`config.mk`:
```
export PLATFORM = sky130hd
export DESIGN_NAME = rod_cut_bottom_up_top
export DESIGN_NICKNAME = d
export VERILOG_FILES = /design/src/sv/rcb_pkg.sv /design/src/sv/rcb_ram.sv /design/src/sv/rcb_solver.sv /design/src/sv/rod_cut_bottom_up_top.sv
export SDC_FILE = /design/constraint.sdc
export NUM_CORES = 2
export LEC_CHECK = 0
export BUFFER_PORTS_ARGS = -buffer_cell sky130_fd_sc_hd__buf_2
export CAP_MARGIN = 40
export CORE_MARGIN = 10
export CORE_UTILIZATION = 40
export CTS_BUF_LIST = sky130_fd_sc_hd__clkbuf_8
export DETAILED_ROUTE_END_ITERATION = 6
export PLACE_DENSITY = 0.66
export SLEW_MARGIN = 25
export SYNTH_ARGS = -nofsm -noshare
export SYNTH_HDL_FRONTEND = slang
export SYNTH_SLANG_ARGS = --single-unit
```
`constraint.sdc`:
```
create_clock -name i_clk -period 9.7 [get_ports i_clk]
set_input_delay 1.455 -clock i_clk [delete_from_list [all_inputs] [get_ports i_clk]]
set_output_delay 1.455 -clock i_clk [all_outputs]
set_load 0.03 [all_outputs]
```
`src/sv/rcb_pkg.sv`:
```
// Shared constants, codes and handshake structs for the rod cutting revenue engine.
package rcb_pkg;

    // Default configuration of the engine.
    localparam int MAX_LEN_DEF     = 64;
    localparam int PRICE_WIDTH_DEF = 16;

    // Revenue word width and its saturation value.
    localparam int              REV_W   = 22;
    localparam logic [REV_W-1:0] REV_MAX = '1;

    // Input word layout, lowest field first.
    localparam int PIECE_W       = 7;
    localparam int PRICE_FIELD_W = 16;
    localparam int ROD_W         = 7;
    localparam int IN_TDATA_W    = 32;
    localparam int OUT_TDATA_W   = 24;

    // Kind of an input word, carried on tuser.
    typedef enum logic {
        FUNC_LOAD  = 1'b0,
        FUNC_SOLVE = 1'b1
    } t_func;

    // Control from the top level to the solver.
    typedef struct packed {
        logic start;      // Begin a solve for the given length.
        logic out_ready;  // The output register can take a result this cycle.
    } t_solve_req;

    // Status from the solver to the top level.
    typedef struct packed {
        logic             idle;     // No solve in progress.
        logic             valid;    // A finished result is offered.
        logic [REV_W-1:0] revenue;  // Best revenue of the finished solve.
    } t_solve_rsp;

endpackage

```
`src/sv/rcb_ram.sv`:
```
// Generic simple dual-port RAM with one write port and a registered read port.
module rcb_ram #(
    parameter  int WIDTH = 16,
    parameter  int DEPTH = 64,
    localparam int AW    = (DEPTH > 1) ? $clog2(DEPTH) : 1
) (
    input  logic             i_clk,
    input  logic             i_we,
    input  logic [AW-1:0]    i_waddr,
    input  logic [WIDTH-1:0] i_wdata,
    input  logic             i_re,
    input  logic [AW-1:0]    i_raddr,
    output logic [WIDTH-1:0] o_rdata
);

    logic [WIDTH-1:0] r_mem [DEPTH];
    logic [WIDTH-1:0] r_rdata;

    always_ff @(posedge i_clk) begin
        if (i_we) begin
            r_mem[i_waddr] <= i_wdata;
        end
        if (i_re) begin
            r_rdata <= r_mem[i_raddr];
        end
    end

    assign o_rdata = r_rdata;

endmodule

```
`src/sv/rcb_solver.sv`:
```
// Solve sequencer: walks the revenue table row by row and reduces one term per cycle.
module rcb_solver
    import rcb_pkg::*;
#(
    parameter  int MAX_LEN     = MAX_LEN_DEF,
    parameter  int PRICE_WIDTH = PRICE_WIDTH_DEF,
    localparam int LEN_W       = $clog2(MAX_LEN + 1),
    localparam int P_AW        = (MAX_LEN > 1) ? $clog2(MAX_LEN) : 1
) (
    input  logic                   i_clk,
    input  logic                   i_rst_n,
    input  t_solve_req             i_req,
    input  logic [LEN_W-1:0]       i_n,
    output t_solve_rsp             o_rsp,
    output logic                   o_rd_en,
    output logic [P_AW-1:0]        o_price_raddr,
    output logic [LEN_W-1:0]       o_rev_raddr,
    input  logic [PRICE_WIDTH-1:0] i_price_rdata,
    input  logic [REV_W-1:0]       i_rev_rdata,
    output logic                   o_rev_we,
    output logic [LEN_W-1:0]       o_rev_waddr,
    output logic [REV_W-1:0]       o_rev_wdata
);

    localparam int SUM_W = ((PRICE_WIDTH > REV_W) ? PRICE_WIDTH : REV_W) + 1;

    typedef enum logic [1:0] {
        S_IDLE,
        S_RUN,
        S_DRAIN,
        S_DONE
    } t_state;

    t_state           r_state, n_state;
    logic [LEN_W-1:0] r_i, n_i;
    logic [LEN_W-1:0] r_j, n_j;
    logic [LEN_W-1:0] r_n, n_n;
    logic [SUM_W-1:0] r_best, n_best;
    logic [REV_W-1:0] r_fwd, n_fwd;
    logic [REV_W-1:0] r_result, n_result;
    // Second stage: the term whose memory data arrives this cycle.
    logic             r_b_valid, n_b_valid;
    logic             r_b_last, n_b_last;
    logic             r_b_fwd, n_b_fwd;
    logic [LEN_W-1:0] r_b_i, n_b_i;

    logic [REV_W-1:0] rev_op;
    logic [SUM_W-1:0] cand;
    logic [SUM_W-1:0] mx;
    logic [REV_W-1:0] mx_sat;

    // The last term of a row pairs with r[0], which is zero. The first term
    // of a row reads the entry that the previous row writes in the same cycle, so it is forwarded.
    always_comb begin
        if (r_b_last) begin
            rev_op = '0;
        end else if (r_b_fwd) begin
            rev_op = r_fwd;
        end else begin
            rev_op = i_rev_rdata;
        end
        cand   = SUM_W'(i_price_rdata) + SUM_W'(rev_op);
        mx     = (cand > r_best) ? cand : r_best;
        mx_sat = (mx > SUM_W'(REV_MAX)) ? REV_MAX : mx[REV_W-1:0];
    end

    always_comb begin
        n_state   = r_state;
        n_i       = r_i;
        n_j       = r_j;
        n_n       = r_n;
        n_best    = r_best;
        n_fwd     = r_fwd;
        n_result  = r_result;
        n_b_valid = 1'b0;
        n_b_last  = r_b_last;
        n_b_fwd   = r_b_fwd;
        n_b_i     = r_b_i;

        if (r_b_valid) begin
            if (r_b_last) begin
                n_best   = '0;
                n_fwd    = mx_sat;
                n_result = mx_sat;
            end else begin
                n_best = mx;
            end
        end

        unique case (r_state)
            S_IDLE: begin
                if (i_req.start) begin
                    n_best = '0;
                    if (i_n == '0) begin
                        n_result = '0;
                        n_state  = S_DONE;
                    end else begin
                        n_i     = LEN_W'(1);
                        n_j     = LEN_W'(1);
                        n_n     = i_n;
                        n_state = S_RUN;
                    end
                end
            end
            S_RUN: begin
                n_b_valid = 1'b1;
                n_b_i     = r_i;
                n_b_last  = (r_j == r_i);
                n_b_fwd   = (r_j == LEN_W'(1));
                if (r_j == r_i) begin
                    if (r_i == r_n) begin
                        n_state = S_DRAIN;
                    end else begin
                        n_i = r_i + LEN_W'(1);
                        n_j = LEN_W'(1);
                    end
                end else begin
                    n_j = r_j + LEN_W'(1);
                end
            end
            S_DRAIN: begin
                n_state = S_DONE;
            end
            S_DONE: begin
                if (i_req.out_ready) begin
                    n_state = S_IDLE;
                end
            end
            default: begin
                n_state = S_IDLE;
            end
        endcase
    end

    always_ff @(posedge i_clk) begin
        if (!i_rst_n) begin
            r_state   <= S_IDLE;
            r_b_valid <= 1'b0;
        end else begin
            r_state   <= n_state;
            r_b_valid <= n_b_valid;
        end
        r_i      <= n_i;
        r_j      <= n_j;
        r_n      <= n_n;
        r_best   <= n_best;
        r_fwd    <= n_fwd;
        r_result <= n_result;
        r_b_last <= n_b_last;
        r_b_fwd  <= n_b_fwd;
        r_b_i    <= n_b_i;
    end

    assign o_rd_en       = (r_state == S_RUN);
    assign o_price_raddr = P_AW'(r_j - LEN_W'(1));
    assign o_rev_raddr   = r_i - r_j;
    assign o_rev_we      = r_b_valid && r_b_last;
    assign o_rev_waddr   = r_b_i;
    assign o_rev_wdata   = mx_sat;

    assign o_rsp.idle    = (r_state == S_IDLE);
    assign o_rsp.valid   = (r_state == S_DONE);
    assign o_rsp.revenue = r_result;

    a_wr_row: assert property (@(posedge i_clk) disable iff (!i_rst_n)
        o_rev_we |-> (o_rev_waddr != '0) && (o_rev_waddr <= r_n))
        else $error("revenue row written outside the current solve");

    a_run_ctr: assert property (@(posedge i_clk) disable iff (!i_rst_n)
        (r_state == S_RUN) |-> (r_j != '0) && (r_j <= r_i) && (r_i <= r_n))
        else $error("row or term counter out of order");

    a_start_idle: assert property (@(posedge i_clk) disable iff (!i_rst_n)
        i_req.start |-> (r_state == S_IDLE))
        else $error("solve started while busy");

    a_drain_last: assert property (@(posedge i_clk) disable iff (!i_rst_n)
        (r_state == S_DRAIN) |-> r_b_valid && r_b_last)
        else $error("drain without the final term in flight");

    a_rsp_hold: assert property (@(posedge i_clk) disable iff (!i_rst_n)
        (o_rsp.valid && !i_req.out_ready) |=> o_rsp.valid && $stable(o_rsp.revenue))
        else $error("finished result dropped before it was taken");

endmodule

```
`src/sv/rod_cut_bottom_up_top.sv`:
```
// Top level of the bottom-up rod cutting revenue engine.
//
// Usage: words enter on the slave stream (i_s_*). tuser selects the kind:
// a load word writes the price of one piece length into the price memory and
// gives no result; a load whose length is zero or above MAX_LEN is dropped.
// A solve word names a rod length (saturated to MAX_LEN) and gives one result
// word on the master stream (o_m_*) carrying the best revenue for that length.
// A solve fills the revenue table bottom up, one price-plus-revenue term per
// cycle, a rate set by the single read port of each memory; a length of zero
// skips the table. The block takes one word at a time: o_s_tready is high only
// while no solve is running.
// Results sit in an output register; while the receiver stalls, the block
// keeps taking words, and a following solve finishes into the register once
// it frees up. Reset (synchronous, active low) empties the output register and
// returns the sequencer to idle. Prices must be loaded before a solve reads
// them; the memories themselves are not cleared.
module rod_cut_bottom_up_top
    import rcb_pkg::*;
#(
    parameter int MAX_LEN     = MAX_LEN_DEF,
    parameter int PRICE_WIDTH = PRICE_WIDTH_DEF
) (
    input  logic                   i_clk,
    input  logic                   i_rst_n,
    // Input stream.
    input  logic                   i_s_tvalid,
    output logic                   o_s_tready,
    // tdata fields from bit 0: piece_length[6:0], price[22:7], rod_length[29:23],
    // zero fill [31:30].
    input  logic [IN_TDATA_W-1:0]  i_s_tdata,
    // tuser fields from bit 0: func (0 = load a price, 1 = solve).
    input  logic                   i_s_tuser,
    // Result stream.
    output logic                   o_m_tvalid,
    input  logic                   i_m_tready,
    // tdata fields from bit 0: best_revenue[21:0], zero fill [23:22].
    output logic [OUT_TDATA_W-1:0] o_m_tdata
);

    localparam int LEN_W = $clog2(MAX_LEN + 1);
    localparam int P_AW  = (MAX_LEN > 1) ? $clog2(MAX_LEN) : 1;

    logic [PIECE_W-1:0]                   piece;
    logic [PRICE_FIELD_W-1:0]             price_in;
    logic [ROD_W-1:0]                     rod;
    logic [PRICE_FIELD_W+PRICE_WIDTH-1:0] price_ext;
    logic                                 in_take;
    logic                                 piece_ok;
    logic                                 price_we;
    logic [P_AW-1:0]                      price_waddr;
    logic [LEN_W-1:0]                     solve_n;

    t_solve_req       req;
    t_solve_rsp       rsp;
    logic             rd_en;
    logic [P_AW-1:0]  price_raddr;
    logic [LEN_W-1:0] rev_raddr;
    logic [PRICE_WIDTH-1:0] price_rdata;
    logic [REV_W-1:0] rev_rdata;
    logic             rev_we;
    logic [LEN_W-1:0] rev_waddr;
    logic [REV_W-1:0] rev_wdata;

    logic             r_out_valid;
    logic [REV_W-1:0] r_out_data;
    logic             out_free;

    // Unpack the input word.
    assign piece    = i_s_tdata[PIECE_W-1:0];
    assign price_in = i_s_tdata[PIECE_W +: PRICE_FIELD_W];
    assign rod      = i_s_tdata[PIECE_W+PRICE_FIELD_W +: ROD_W];

    assign o_s_tready = rsp.idle;
    assign in_take    = i_s_tvalid && o_s_tready;

    // Loads keep only the low PRICE_WIDTH bits of the price.
    assign price_ext   = {{PRICE_WIDTH{1'b0}}, price_in};
    assign piece_ok    = (piece != '0) && (32'(piece) <= MAX_LEN);
    assign price_we    = in_take && (t_func'(i_s_tuser) == FUNC_LOAD) && piece_ok;
    assign price_waddr = P_AW'(32'(piece) - 32'd1);

    // Rod lengths beyond the table saturate to its last row.
    assign solve_n = (32'(rod) > MAX_LEN) ? LEN_W'(MAX_LEN) : LEN_W'(rod);

    // The output register can take a result when empty or being drained.
    assign out_free      = !r_out_valid || i_m_tready;
    assign req.start     = in_take && (t_func'(i_s_tuser) == FUNC_SOLVE);
    assign req.out_ready = out_free;

    rcb_ram #(
        .WIDTH (PRICE_WIDTH),
        .DEPTH (MAX_LEN)
    ) u_price_ram (
        .i_clk   (i_clk),
        .i_we    (price_we),
        .i_waddr (price_waddr),
        .i_wdata (price_ext[PRICE_WIDTH-1:0]),
        .i_re    (rd_en),
        .i_raddr (price_raddr),
        .o_rdata (price_rdata)
    );

    rcb_ram #(
        .WIDTH (REV_W),
        .DEPTH (MAX_LEN + 1)
    ) u_rev_ram (
        .i_clk   (i_clk),
        .i_we    (rev_we),
        .i_waddr (rev_waddr),
        .i_wdata (rev_wdata),
        .i_re    (rd_en),
        .i_raddr (rev_raddr),
        .o_rdata (rev_rdata)
    );

    rcb_solver #(
        .MAX_LEN     (MAX_LEN),
        .PRICE_WIDTH (PRICE_WIDTH)
    ) u_solver (
        .i_clk         (i_clk),
        .i_rst_n       (i_rst_n),
        .i_req         (req),
        .i_n           (solve_n),
        .o_rsp         (rsp),
        .o_rd_en       (rd_en),
        .o_price_raddr (price_raddr),
        .o_rev_raddr   (rev_raddr),
        .i_price_rdata (price_rdata),
        .i_rev_rdata   (rev_rdata),
        .o_rev_we      (rev_we),
        .o_rev_waddr   (rev_waddr),
        .o_rev_wdata   (rev_wdata)
    );

    // Output register: holds one result word until the receiver takes it.
    always_ff @(posedge i_clk) begin
        if (!i_rst_n) begin
            r_out_valid <= 1'b0;
        end else if (rsp.valid && out_free) begin
            r_out_valid <= 1'b1;
        end else if (i_m_tready) begin
            r_out_valid <= 1'b0;
        end
        if (rsp.valid && out_free) begin
            r_out_data <= rsp.revenue;
        end
    end

    assign o_m_tvalid = r_out_valid;
    assign o_m_tdata  = {{(OUT_TDATA_W-REV_W){1'b0}}, r_out_data};

endmodule
```
# Word level (Yosys, flattened, before mapping)
# Memories as Yosys holds them, arrays and structs flattened. A register that Yosys moved wholly into a read port is not among the register bits.
# Cells that the tools add are included.
[word_totals]
regBits = 123
mem_bits_rw = 2454
wordCells = 94
memories = 2
[mem_list]
columns = ["memory", "words", "width", "read_ports", "rd_clocked_by_memory_dff", "wr", "line_no", "rtl"]
rows = [
  ["u_rev_ram.r_mem", 65, 22, 1, 1, 1, "rcb_ram.sv:16", "logic [WIDTH-1:0] r_mem [DEPTH];"],
  ["u_price_ram.r_mem", 64, 16, 1, 1, 1, "rcb_ram.sv:16", ""],
]
[classes]
addsub = 6
n_lt_le_gt_ge = 4
n_eq_ne = 13
muxes = 35
n_bitwise = 2
n_reduce_logical = 19
[ops]
columns = ["op", "count"]
rows = [
  ["$mux W22", 8],
  ["$mux W23", 5],
  ["$mux W7", 7],
  ["$pmux W7 S2", 2],
  ["$add A16 B22 Y23", 1],
  ["$gt A23 B22 Y1 const B", 1],
  ["$gt A23 B23 Y1", 1],
  ["$add A7 B1 Y7 const B", 2],
  ["$eq A7 B7 Y1", 2],
  ["$sub A6 B1 Y6 const B", 2],
  ["$mux W2", 5],
  ["$ne A2 B1 Y1 const B", 4],
  ["$pmux W2 S4", 1],
  ["$reduce_and A4 Y1", 2],
  ["$eq A7 B1 Y1 const B", 1],
  ["$gt A7 B7 Y1 const B", 1],
  ["$le A7 B7 Y1 const B", 1],
  ["$logic_and A1 B1 Y1", 7],
  ["$logic_not A7 Y1", 1],
  ["$mux W1", 7],
  ["$reduce_bool A7 Y1", 1],
  ["$sub A7 B7 Y7", 1],
  ["$reduce_and A5 Y1", 1],
  ["$eq A2 B2 Y1 const B", 2],
  ["other kinds (10)", 13],
]

# Longest topological paths before layout
[depth]
word_depth = 12
ltp_mapped = 25
depth_no_buf = 20

# Hierarchy
# From an unflattened synthesis, not the netlist that was laid out.
[unflattened]
cells_unflattened = 5262
hier_area_um2 = 103346.6
[modules_own_cells]
columns = ["mod", "n_inst", "cells_per_inst", "area_per_inst_um2", "seq_area_each_um2"]
rows = [
  ["rcb_ram at u_rev_ram", 1, 2715, 55938.6, 43601.8],
  ["rcb_ram at u_price_ram", 1, 1829, 40202.3, 31230.0],
  ["rcb_solver", 1, 660, 6287.3, 2522.4],
  ["rod_cut_bottom_up_top", 1, 58, 918.4, 680.7],
]

# Worst setup path before layout
# No wires, ideal clock.
[synth_timing]
kind = "reg-to-reg"
from = "register u_solver.r_b_fwd"
to = "memory u_rev_ram.r_mem[0][2] in the netlist's numbering (data pin)"
setup_ps = 608
arrival_ps = 6652
path_slack_ps = 2441
path_stages_with_launch = 23
n_path_buf = 5
period_less_slack_ps = 7259
cell_sequence = "edfxtp_1 -> buf_2 -> buf_1 -> buf_1 -> mux2i_1 -> nor2_1 -> ha_1 -> clkbuf_2 -> a21o_1 -> a21o_1 -> a21o_1 -> o21ba_2 -> o211ai_1 -> a21oi_1 -> xor2_1 -> ha_1 -> nand4_1 -> nor4_1 -> nand3_1 -> nand2_1 -> clkbuf_1 -> nor3_1 -> a31oi_1"
[synth_between]
elab_chain_cells = 7
[synth_rtl]
columns = ["element", "line_no", "rtl"]
rows = [
  ["start, declared", "rcb_solver.sv:44", "logic r_b_fwd, n_b_fwd;"],
  ["start signal, assigned", "rcb_solver.sv:150", "r_b_fwd <= n_b_fwd;"],
  ["$mux W22 *", "rcb_solver.sv:57", "end else if (r_b_fwd) begin"],
  ["$mux W22 *", "rcb_solver.sv:55", "if (r_b_last) begin"],
  ["$add A16 B22 Y23 *", "rcb_solver.sv:62", "cand = SUM_W'(i_price_rdata) + SUM_W'(rev_op);"],
  ["$gt A23 B23 Y1", "rcb_solver.sv:63", "mx = (cand > r_best) ? cand : r_best;"],
  ["$mux W23 *", "rcb_solver.sv:63", ""],
  ["$gt A23 B22 Y1", "rcb_solver.sv:64", "mx_sat = (mx > SUM_W'(REV_MAX)) ? REV_MAX : mx[REV_W-1:0];"],
  ["$mux W22 *", "rcb_solver.sv:64", ""],
  ["named net rev_wdata[2]", "rod_cut_bottom_up_top.sv:62", "logic [REV_W-1:0] rev_wdata;"],
  ["end, declared", "rcb_ram.sv:16", ""],
]
# Mark *: on every way through the listed nets, which the timed path passes. The rest lies on a longest branch.

# Worst setup path after layout
[layout_timing]
from = "register u_solver.r_b_fwd"
to = "memory u_rev_ram.r_mem[27][14] in the netlist's numbering (data pin)"
# The elaborated chain is that of the path after synthesis.

==> flow_summary.json <==
{
  "outcome": "finished, final reports clean",
  "timing.final.ws_setup_ns": 2.67,
  "synth-main-ff-cell": "edfxtp_1",
  "critPathRequiredTime_ns": 10.51,
  "arrival_ns": 7.84,
  "place_congestion": 0.820,
  "post-cts-setup-buffers": 0,
  "die_area_mm2": 0.276,
  "slew_headroom_pct": 37.2,
  "clk_pin_slew_ns": 0.06,
  "antenna_found_initial": 21,
  "finalCritPeriodShare_pct": 72.5,
  "routed_wirelength_mm": 237,
  "fp.dieH_um": 525,
  "yosysTopAreaCellShare_pct": 75.4,
  "drt-initial-drc-count": 5816,
  "register_area_mm2": 0.0780,
  "worstHoldPathType": "reg -> reg",
  "setup_viol": 0,
  "netlist_top_cells_count": "2,566 x edfxtp_1, 760 x mux4_2, 217 x nor2_1, 115 x clkbuf_1, 74 x a21oi_1",
  "synth_area_leader_cell": "edfxtp_1",
  "htreeDepth": 5,
  "worstMarginPinSlew_ns": 0.937,
  "irDropWorstVdd_uv": 581,
  "hold_viol_final": 0,
  "fillCellCount": 21096,
  "ios": 63,
  "cts.path.max_buffers": 4,
  "synth_area_mm2": 0.102,
  "instances_no_fill": 8706,
  "cap_violations": 0,
  "tns_ns": 0,
  "grt_max_degree": 131,
  "async_reset_ff_share_pct": 0,
  "clock_latency_ns": 1.11,
  "max_freq_ghz": 0.142,
  "cts_tree": "built",
  "synth_seq_cells": 2615,
  "seq_area_frac_synth_pct": 76.4,
  "syn_inst": 4557,
  "detailed_place_hpwl_mm": 132,
  "yosysMostFrequentCell": "edfxtp_1",
  "cts_sinks": 2615,
  "rsz0062_at_grt": "no",
  "grt_use_met3_pct": 3.19,
  "pre_cts_ws_ns": 2.78,
  "rows": 185,
  "io_buffers": 58,
  "ctsResizeCount": 0,
  "critPathLaunchType": "flop",
  "path_max_fanout": 34,
  "cts-root-buf": "clkbuf_8",
  "cts_made_buffers": 413,
  "drive_gt1_share_pct": 31.4,
  "ys_warn_count": 0,
  "synth_edf_count": 2566,
  "via_per_inst": 5.58,
  "multi_input_area_mm2": 0.0233,
  "fp.dieW_um": 525,
  "placedCellCount": 7972,
  "routed-via-count": 48611,
  "nets": 5120,
  "initial_core_util_pct": 40.2,
  "end_kind": "flop",
  "grt_first_pass_wirelength_mm": 345,
  "setup.worst_path.class": "reg -> reg",
  "clock_skew_ns": 0.113,
  "core_region_area_mm2": 0.254,
  "ant_nets": 0,
  "grtUsageTotal_pct": 16.7,
  "syn_to_final_growth_pct": 13.1,
  "wire_per_inst_um": 27.2,
  "ys_types": 66,
  "busiest_layer": "met2",
  "slew_viol_final": 0,
  "drc": 0,
  "met2_usage_pct": 27.3,
  "grt_pass1_vias": 49746,
  "power_density_mw_per_mm2": 353,
  "gr-total-overflow": 0,
  "first_pass_iters": 6,
  "cts_hold_buf": 0,
  "finalCriticalPeriod_ns": 7.03,
  "grt_use_met1_pct": 22.8,
  "p_leak_nw": 36.7,
  "syn_avg_cell_area_um2": 22.4,
  "synth.area.top_cells": "edfxtp_1 75%, mux4_2 17%, dfxtp_1 0.96%"
}
## registers in the layout, summed over array words and instances (netlist names)
| signal | flops |
|---|---|
| u_solver.r_i | 7 |
| u_solver.r_j | 7 |
| u_solver.r_b_last | 1 |
| u_solver.r_result | 22 |
| o_m_tvalid | 1 |
| u_solver.r_fwd | 22 |
| u_solver.r_state | 2 |
| u_rev_ram.o_rdata | 22 |
| u_solver.r_best | 23 |
| u_solver.r_b_fwd | 1 |
| r_out_data | 22 |
| u_solver.r_b_valid | 1 |
| u_price_ram.r_mem | 1024 |
| u_solver.r_n | 7 |
| u_solver.o_rev_waddr | 7 |
| u_price_ram.o_rdata | 16 |
| u_rev_ram.r_mem | 1430 |
## cell families after synthesis
logic type	after synthesis	synth area share (%)
other	1	0.00367
flip-flops	2615	76.4
buffers and inverters	286	1.26
adder cells (fa/ha/maj)	56	0.700
multiplexers	830	17.5
AND/OR/NAND/NOR	461	2.09
AO/OA/AOI/OAI	262	1.70
XOR/XNOR	46	0.402
## layout make-up
type / count / area share (%)
flip-flops and latches: 2615 / 67.5
multi-input cells: 1657 / 20.1
clock buffers: 427 / 5.08
well taps: 3366 / 3.64
repair buffers: 291 / 2.27
clock inverters: 289 / 1.16
inverters: 49 / 0.159
diodes: 12 / 0.0260
## per-layer routing
layer,part of all wire [%],vias to the layer above
met5,0,-
met4,3.0,0
met3,7.0,435
met2,49,1988
met1,41,25920
li1,-,20268
## layout by cell type, fill, tap and decap left out, drive strengths merged, types with 6 or more instances in the layout
cell type,netlist,layout
edfxtp,2566,2566
mux4,760,760
clkbuf,116,427
buf,121,291
nor2,217,217
inv,49,173
clkinv,0,154
a21oi,74,74
nand2,72,72
ha,54,54
dfxtp,49,49
nor2b,48,48
mux2i,44,44
a211oi,43,43
nand3,36,36
xnor2,30,30
mux2,26,26
o21ai,23,23
o22ai,22,22
nor3,21,21
a31oi,17,17
xor2,16,16
a22o,15,15
a21o,14,14
o211ai,13,13
diode,0,12
nand2b,11,11
o22a,11,11
nor4,9,9
nand3b,8,8
nand4,8,8
or2,7,7
bufinv,0,6
## report_power, final
part / switching, W / internal [W] / leakage (nW)
Clock: 0.00413 / 0.00421 / 4.16
Sequential: 0.000191 / 0.0168 / 23.6
Combinational: 0.0102 / 0.00530 / 8.94
## stage by stage
stage	power (W)	utilization (%)	instance area [um2]	hold slack (ns)
detailed placement	0.0327	42.6	108000	0.419
finish	0.0408	45.5	116000	0.432
floorplan	0.0264	-	102000	0.408
global route	0.0425	45.5	116000	0.448
CTS	0.0411	45.4	115000	0.433
global placement	0.0320	42.3	108000	0.417
## worst paths after layout
kind                                            start                       to  slack (ns)  cells past startpoint
worst min-delay path            u_solver.r_result[13]           r_out_data[13]        0.43                      0
worst max register to register       u_solver.r_b_fwd  u_rev_ram.r_mem[27][14]        2.67                     19
worst max-delay path                 u_solver.r_b_fwd  u_rev_ram.r_mem[27][14]        2.67                     19
worst min register to register  u_solver.r_result[13]           r_out_data[13]        0.43                      0
## critical path, cell delays in order (launching register included)
cell and delay [ns]:
edfxtp_1 0.32, buf_4 0.38, mux2i_1 0.46, nor2_1 0.10, ha_1 0.36, nand4b_1 0.16
a21oi_1 0.32, o21ba_2 0.19, o211ai_1 0.20, or4b_2 0.68, nand2_1 0.12, ha_1 0.14
nand4_1 0.15, nor4_1 0.47, o211ai_1 0.17, o211ai_1 0.13, nand2_1 0.44, nand2_1 0.65
o22a_2 0.75, buf_4 0.50
Power figures use the tool's default switching activity.
